`src/hdl/tdfe_pkg.sv`:
```
`timescale 1ns / 1ps
`default_nettype none
// ----------------------------------------------------------------------------
// Table-driven FSM engine package
// Table and log sizes, field widths, action codes, table entry layout and the
// command and status groups between controller and datapath.
// ----------------------------------------------------------------------------
package tdfe_pkg;

  localparam int MAX_TRANSITIONS = 512;
  localparam int HISTORY_DEPTH   = 1024;

  localparam int ACT_W    = 3;
  localparam int STATE_W  = 6;
  localparam int EVENT_W  = 8;
  localparam int HIDX_W   = $clog2(HISTORY_DEPTH);
  localparam int TIDX_W   = $clog2(MAX_TRANSITIONS);
  localparam int HLEN_W   = $clog2(HISTORY_DEPTH + 1);

  localparam logic [ACT_W-1:0] ACT_ADD      = 3'd0;
  localparam logic [ACT_W-1:0] ACT_FIRE     = 3'd1;
  localparam logic [ACT_W-1:0] ACT_CAN_FIRE = 3'd2;
  localparam logic [ACT_W-1:0] ACT_SET      = 3'd3;
  localparam logic [ACT_W-1:0] ACT_READ     = 3'd4;

  typedef struct packed {
    logic [STATE_W-1:0] src;
    logic [EVENT_W-1:0] evt;
    logic [STATE_W-1:0] dst;
  } entry_t;

  typedef struct packed {
    logic load;
    logic scan;
    logic scan_done;
    logic exec;
    logic hist_rd;
    logic hist_done;
  } cmd_t;

  typedef struct packed {
    logic hit;
    logic exhausted;
  } status_t;

endpackage
`default_nettype wire

```
`src/hdl/tdfe_ctrl.sv`:
```
`timescale 1ns / 1ps
`default_nettype none
// ----------------------------------------------------------------------------
// Table-driven FSM engine controller
// Sequences each transaction: table scan, history read or table or start-state
// update, and raises the one-cycle done strobe.
// ----------------------------------------------------------------------------
module tdfe_ctrl (
  input  wire logic                       clk_i,
  input  wire logic                       rst_ni,
  input  wire logic                       start_i,
  input  wire logic [tdfe_pkg::ACT_W-1:0] action_i,
  input  wire tdfe_pkg::status_t          status_i,
  output tdfe_pkg::cmd_t                  cmd_o,
  output logic                            busy_o,
  output logic                            done_o
);
  import tdfe_pkg::*;

  typedef enum logic [4:0] {
    S_IDLE = 5'b00001,
    S_SCAN = 5'b00010,
    S_EXEC = 5'b00100,
    S_HRD  = 5'b01000,
    S_HOUT = 5'b10000
  } ctrl_state_e;

  ctrl_state_e state_q, state_d;
  logic        done_q, done_d;

  always_comb begin
    state_d = state_q;
    cmd_o   = '0;
    case (state_q)
      S_IDLE: begin
        if (start_i) begin
          cmd_o.load = 1'b1;
          case (action_i)
            ACT_FIRE, ACT_CAN_FIRE: state_d = S_SCAN;
            ACT_READ:               state_d = S_HRD;
            default:                state_d = S_EXEC;
          endcase
        end
      end
      S_SCAN: begin
        cmd_o.scan = 1'b1;
        if (status_i.hit || status_i.exhausted) begin
          cmd_o.scan_done = 1'b1;
          state_d         = S_IDLE;
        end
      end
      S_EXEC: begin
        cmd_o.exec = 1'b1;
        state_d    = S_IDLE;
      end
      S_HRD: begin
        cmd_o.hist_rd = 1'b1;
        state_d       = S_HOUT;
      end
      S_HOUT: begin
        cmd_o.hist_done = 1'b1;
        state_d         = S_IDLE;
      end
      default: state_d = S_IDLE;
    endcase
  end

  assign done_d = cmd_o.exec || cmd_o.scan_done || cmd_o.hist_done;

  always_ff @(posedge clk_i or negedge rst_ni) begin
    if (!rst_ni) begin
      state_q <= S_IDLE;
      done_q  <= 1'b0;
    end else begin
      state_q <= state_d;
      done_q  <= done_d;
    end
  end

  assign busy_o = (state_q != S_IDLE);
  assign done_o = done_q;

endmodule
`default_nettype wire

```
`config.mk`:
```
export PLATFORM = sky130hd
export DESIGN_NAME = tdfe_ctrl
export DESIGN_NICKNAME = d
export VERILOG_FILES = /design/src/hdl/tdfe_pkg.sv /design/src/hdl/tdfe_ctrl.sv
export SDC_FILE = /design/constraint.sdc
export NUM_CORES = 1
export LEC_CHECK = 0
export ABC_AREA = 1
export BUFFER_PORTS_ARGS = -buffer_cell sky130_fd_sc_hd__buf_2
export CAP_MARGIN = 25
export CELL_PAD_IN_SITES_DETAIL_PLACEMENT = 0
export CELL_PAD_IN_SITES_GLOBAL_PLACEMENT = 2
export CORE_MARGIN = 8
export CORE_UTILIZATION = 25
export CTS_BUF_LIST = sky130_fd_sc_hd__clkbuf_2 sky130_fd_sc_hd__clkbuf_4 sky130_fd_sc_hd__clkbuf_8
export DETAILED_ROUTE_END_ITERATION = 7
export HOLD_SLACK_MARGIN = 0.1
export PLACE_DENSITY = 0.9
export SETUP_SLACK_MARGIN = 0.02
export SKIP_LAST_GASP = 1
export SYNTH_ARGS = -nofsm -noshare
export SYNTH_HDL_FRONTEND = slang
export SYNTH_SLANG_ARGS = --single-unit
```
`constraint.sdc`:
```
create_clock -name clk_i -period 2.09 [get_ports clk_i]
set_clock_uncertainty 0.15 [all_clocks]
set_input_delay 0.1045 -clock clk_i [delete_from_list [all_inputs] [get_ports clk_i]]
set_output_delay 0.1045 -clock clk_i [all_outputs]
set_load 0.1 [all_outputs]
```
==> results of run 1 <==
==> worst min-delay path, delay by kind of cell <==
kind / cells / cell delay (ns)
buffers and inverters: 1 / 0.07
AO/OA/AOI/OAI: 1 / 0.07
AND/OR/NAND/NOR: 2 / 0.20
==> worst max-delay path by stage <==
stage,startpoint,endpoint,depth (start not counted)
3_5_place_dp,state_q[3]$_DFFE_PN0P_,cmd_o[5],6
6_report,state_q[3]$_DFFE_PN0P_,cmd_o[5],6
5_1_grt,state_q[3]$_DFFE_PN0P_,cmd_o[5],6
2_1_floorplan,state_q[3]$_DFFE_PN0P_,done_o$_DFF_PN0_,5
4_1_cts,state_q[3]$_DFFE_PN0P_,cmd_o[5],6
3_3_place_gp,state_q[3]$_DFFE_PN0P_,cmd_o[5],6
==> metal layers <==
layer,GRT usage (%),up-vias,part of all wire (%)
met3,3.64,0,14
met4,2.52,0,0
met5,0,-,0
met1,6.32,153,42
li1,-,207,-
met2,9.96,19,44
==> state kept, by name, summed over array words and instances (netlist names) <==
signal and cells:
state_q 5, done_o 1
==> where the power goes <==
| part | internal, mW | switching [mW] | total [mW] |
|---|---|---|---|
| logic | 0.0959 | 0.402 | 0.497 |
| registers | 0.153 | 0.0185 | 0.172 |
| clock network | 0.0852 | 0.0402 | 0.125 |
==> cell families after synthesis <==
kind of cell,after synthesis,share of synthesized area (%)
AND/OR/NAND/NOR,30,39.6
buffers and inverters,12,12.9
flip-flops,6,43.5
AO/OA/AOI/OAI,2,3.96
==> placed cells by master, fill, tap and decap left out, drive strengths merged <==
master / count
nor2: 12
nand2: 12
clkbuf: 4
dlygate4sd3: 9
dfrtp: 5
o21ai: 1
buf: 15
a21oi: 1
dfstp: 1
inv: 12
nand3: 4
nand4: 2
==> layout make-up <==
class / count / area (µm²) / area share, %
clock buffers: 4 / 30.0 / 5.30
repair buffers: 24 / 165 / 29.1
inverters: 12 / 45.0 / 7.95
well taps: 15 / 18.8 / 3.31
flip-flops and latches: 6 / 151 / 26.7
multi-input cells: 32 / 156 / 27.6
==> metrics by stage <==
stage                     power [mW]  util, %  worst slack [ns]  instance area, µm²
final                          0.794     43.6             0.257                 567
after global routing           0.839     43.6             0.171                 567
after CTS                      0.805     43.6             0.237                 567
after detailed placement       0.661     34.3             0.501                 447
after global placement         0.662     34.3             0.519                 447
after floorplan                0.591        -             0.236                 353
==> results.py, run 1 <==
metrics = {
    "sta": {
        "slew_headroom_pct": 67.3,
        "rsz0062_at_grt": "false",
        "fin_crit_sh_pct": 87.7,
        "finalSetupViolCount": 0,
        "final-hold-violation-count": 0,
        "slew_violations": 0,
        "fin_tns_setup_ns": 0,
        "fin_crit_ns": 1.83,
        "tightest_slew_ns": 0.494,
        "whs_ns": 0.106,
        "fmax_mhz": 546,
    },
    "final_layout": {
        "final_cells": 93,
        "drive_gt1_share_pct": 34.6,
        "diodes": 0,
        "nFillCells": 143,
        "fin_nets": 87,
        "area_delta_synth_final_pct": 62.9,
    },
    "grt": {
        "grt_pass1_vias": 351,
        "grt_max_degree": 6,
        "grt_usage_pct": 6.15,
        "overflow": 0,
        "antenna_found_initial": 0,
        "grt_pass1_wl_mm": 1.30,
    },
    "logic_synthesis": {
        "synthArstFlopShare_pct": 100,
        "synth_edf_count": 0,
        "synth_top_area_cell": "dfrtp_1",
        "syn-cell-area_um2": 348,
        "syn_avg_cell_area_um2": 6.96,
        "ys_seq_elements": 6,
        "yosysWarnings": 0,
        "yosysSeqAreaShare_pct": 43.5,
        "netlist-cell-type-count": 12,
        "yosys-top-cells-count": "inv_1, nand2_1, nor2_1, dfrtp_1, nand3_1",
        "synth.area.top_cells": "dfrtp_1, inv_1, nand2_1",
        "synth.most_common_cell": "inv_1",
        "syn_inst": 50,
        "synth_ff_type": "dfrtp_1",
        "yosysTopAreaCellShare_pct": 36.0,
        "synth_nets": 58,
    },
    "cts": {
        "cts-resized-gates": 0,
        "cts.sinks": 6,
        "cts_made_buffers": 3,
        "clkTransAtPathRegs_ns": 0.04,
        "cts_buffer_depth": 2,
        "clock_latency_ns": 0.24,
        "cts_root_buffer": "clkbuf_4",
        "cts_tree": "done",
        "postCtsSetupRepairBufs": 0,
        "ctsHtreeMaxLevel": 1,
        "cts_hold_buffers": 9,
    },
    "hold_path": {
        "holdPathStages": 4,
        "hold_path.startpoint": "status_i[0]",
        "hold_end": "state_q[1]$_DFFE_PN0P_",
        "worstHoldPathType": "in -> reg",
    },
    "floorplanning": {
        "die_x_um": 53.3,
        "die-area_um2": 2840,
        "start_util_pct": 26.7,
        "num_rows": 13,
        "io_pins": 16,
        "core_region_area_um2": 1300,
        "die_h_um": 53.3,
    },
    "critical_path": {
        "slowest_stage": "buf_2",
        "worstReg2RegEnd": "done_o$_DFF_PN0_",
        "worstPathRequired_ns": 1.84,
        "crit_buf_inv": 2,
        "rrSetupSlack_ns": 0.39,
        "path_max_fanout": 5,
        "crit_path_start_kind": "register",
        "worstPathCellList": "nor2_2, nand2_2, nor2_4, nand2_2, inv_1, buf_2",
        "arrival_ns": 1.58,
        "rr_startpoint": "state_q[0]$_DFFE_PN1P_",
        "cp-end-kind": "output port",
        "rr_worst_depth": 6,
        "critPathMaxStageDelay_ns": 0.41,
        "critical_path.top_delay_family": "simple AND/OR/NAND/NOR gates",
        "crit_top_cell": "nand2_2",
        "worstSetupPathType": "reg -> out",
    },
    "route": {
        "via_per_inst": 4.08,
        "routed_wirelength_um": 834,
        "vias": 379,
        "dr.pass1.iters": 4,
        "antenna_left": 0,
        "wire_per_inst_um": 8.97,
        "drc_errors": 0,
        "drt_iter0_markers": 5,
    },
    "place": {
        "dp_cells": 80,
        "dp_hpwl_um": 667,
        "gp_congestion": 0.662,
        "io_buffers": 15,
    },
    "power": {
        "peakVddDrop_mv": 0.861,
        "p_per_area_nw_per_um2": 1400,
        "leakage_nw": 0.343,
    },
    "status": {
        "status": "finished clean",
    },
    "run": {
        "cap_violations": 0,
    },
}
Note: power is estimated with default switching activity, not from simulation.
==> run 2: changes to the inputs <==
- ABC_AREA: 1 -> unset
- CORE_AREA: unset -> 8 8 45 47
- CORE_MARGIN: 8 -> unset
- CORE_UTILIZATION: 25 -> unset
- DIE_AREA: unset -> 0 0 53 55
- PLACE_DENSITY: 0.9 -> 0.86
==> run 2 against run 1 <==
Routed wire length up 5.6%; count of clock-buffer cells in the layout did not move; sequential share of layout area down 2.7 points; final cell count down 17%; die area up 2.6%; area after synthesis rose by 5.0%; via count fell by 3.7%; largest power group unchanged; highest routed layer unchanged.
==> results.py, run 2 <==
metrics = {
    "status": {
        "status": "finished clean",
    },
    "cts": {
        "cts_root_buffer": "clkbuf_4",
        "ctsHtreeMaxLevel": 1,
        "cts.sinks": 6,
        "cts_buffer_depth": 2,
        "cts_tree": "done",
        "clock_latency_ns": 0.24,
        "cts_made_buffers": 3,
        "postCtsSetupRepairBufs": 0,
        "clkTransAtPathRegs_ns": 0.05,
    },
    "final_layout": {
        "nFillCells": 130,
        "largest_reg_flops": 5,
        "fin_nets": 70,
        "top_register": "state_q",
        "diodes": 0,
        "fin_util_pct": 45.5,
        "area_delta_synth_final_pct": 72.3,
        "final_cell_mix": "buf_2, dlygate4sd3_1, dfrtp_1",
        "drive_gt1_share_pct": 45.9,
        "final_common_cell": "buf_2",
    },
    "place": {
        "io_buffers": 15,
        "dp_hpwl_um": 727,
        "post-place-ws_ns": 0.325,
        "gp_congestion": 0.639,
    },
    "critical_path": {
        "path_max_fanout": 8,
        "worstPathRequired_ns": 1.84,
        "crit_path_start_kind": "register",
        "worstSetupPathType": "reg -> out",
        "cp-end-kind": "output port",
        "arrival_ns": 1.69,
    },
    "grt": {
        "busiest_layer": "met2",
        "antenna_found_initial": 0,
        "grt_max_degree": 10,
        "met2_usage_pct": 12.7,
        "overflow": 0,
        "grt_usage_pct": 7.25,
        "grt_pass1_wl_mm": 1.57,
        "gr-usage-met1_pct": 7.24,
        "use_met3_pct": 2.14,
        "grt_pass1_vias": 393,
    },
    "route": {
        "antenna_left": 0,
        "dr.pass1.iters": 2,
        "wire_per_inst_um": 11.4,
        "drc_errors": 0,
        "drt_iter0_markers": 1,
        "via_per_inst": 4.74,
        "vias": 365,
        "routed_wirelength_um": 881,
    },
    "run": {
        "cap_violations": 0,
    },
    "logic_synthesis": {
        "synthArstFlopShare_pct": 100,
        "yosysWarnings": 0,
        "synth.area.top_cells": "dfrtp_1, dfstp_2, nor3b_2",
        "yosys-top-cells-count": "dfrtp_1, nor2_1, nor3b_2",
        "netlist-cell-type-count": 26,
        "synth_top_area_cell": "dfrtp_1",
        "syn_avg_cell_area_um2": 10.4,
        "synth_nets": 43,
        "ys_seq_elements": 6,
        "synth_ff_type": "dfrtp_1",
        "yosysTopAreaCellShare_pct": 34.2,
        "synth_edf_count": 0,
        "syn_inst": 35,
        "yosysSeqAreaShare_pct": 41.4,
        "syn-cell-area_um2": 365,
    },
    "floorplanning": {
        "start_util_pct": 26.4,
        "io_pins": 16,
        "num_rows": 14,
        "core_region_area_um2": 1380,
        "die-area_um2": 2920,
        "die_h_um": 55,
        "die_x_um": 53,
    },
    "sta": {
        "finalWorstSetupSlack_ns": 0.149,
        "fmax_mhz": 515,
        "finalSetupViolCount": 0,
        "final-hold-violation-count": 0,
        "rsz0062_at_grt": "false",
        "fin_crit_ns": 1.94,
        "slew_headroom_pct": 67.8,
        "fin_tns_setup_ns": 0,
        "tightest_slew_ns": 0.487,
        "fin_crit_sh_pct": 92.9,
        "slew_violations": 0,
    },
    "power": {
        "leakage_nw": 0.289,
        "p_per_area_nw_per_um2": 1150,
        "peakVddDrop_mv": 0.466,
    },
    "hold_path": {
        "worstHoldPathType": "in -> reg",
    },
}
-- run 2: cell types whose count changed in the layout (fill, tap and decap cells not counted), moves of 2 or more --
cell and delta:
nand2_1 -10, inv_1 -11, nor3b_4 +2, dlygate4sd3_1 -2
buf_2 -2, nor2_1 -4, buf_12 +2, nor2_2 -2
nand3_1 -3, nand2_2 -2
-- run 2: worst paths after layout --
check                      depth (start not counted)  slack, ns                      to              startpoint
min                                                4       0.13  state_q[2]$_DFFE_PN0P_             action_i[1]
min in group asynchronous                          2       0.21  state_q[0]$_DFFE_PN1P_                  rst_ni
min reg2reg                                        2       0.51  state_q[3]$_DFFE_PN0P_  state_q[0]$_DFFE_PN1P_
max in group asynchronous                          3       0.93  state_q[2]$_DFFE_PN0P_                  rst_ni
max                                                3       0.15                cmd_o[2]  state_q[3]$_DFFE_PN0P_
max reg2reg                                        4       0.16  state_q[1]$_DFFE_PN0P_  state_q[1]$_DFFE_PN0P_
-- run 2: area by class of cell --
cell class              instances  area (µm²)  share of cell area, %
flip-flops and latches          6         151                   24.1
multi-input cells              28         249                   39.6
repair buffers                 22         175                   27.8
well taps                      16        20.0                   3.18
clock buffers                   4        30.0                   4.77
inverters                       1        3.75                  0.596
-- run 2: metrics by stage --
stage          hold WS (ns)  area (µm²)  power [mW]  std cells
6_report              0.133         629       0.723         77
5_1_grt               0.178         629       0.766         77
4_1_cts               0.127         627       0.731         77
3_5_place_dp         -0.219         527       0.593         66
3_3_place_gp         -0.221         527       0.592         66
2_1_floorplan        -0.341         402       0.522         35
-- run 2: power breakdown --
part	switching [mW]	internal, mW	total (mW)
Combinational	0.299	0.111	0.410
Clock	0.0391	0.0851	0.124
Sequential	0.0427	0.146	0.189
-- run 2: critical path, stage by stage, from the launching register on --
cell	delay, ns
dfrtp_1	0.43
or2_1	0.30
nor4b_4	0.24
buf_2	0.47
-- run 2: metal layers --
layer  part of all wire, %  wire length [µm]
met4                     0                 0
met5                     0                 0
met1                    40               351
met2                    52               462
met3                   7.5                66
-- run 2: timing repair --
item | CTS | global route
endpoints found under the setup margin | 0 | 3
hold buffers | 7 | 0
endpoints found under the hold margin | 10 | 0
gates resized for setup | 0 | 1
-- run 2: kinds of logic after synthesis --
group	share of synthesized area (%)
AND/OR/NAND/NOR	44.9
flip-flops	41.4
buffers and inverters	1.03
AO/OA/AOI/OAI	10.3
XOR/XNOR	2.40
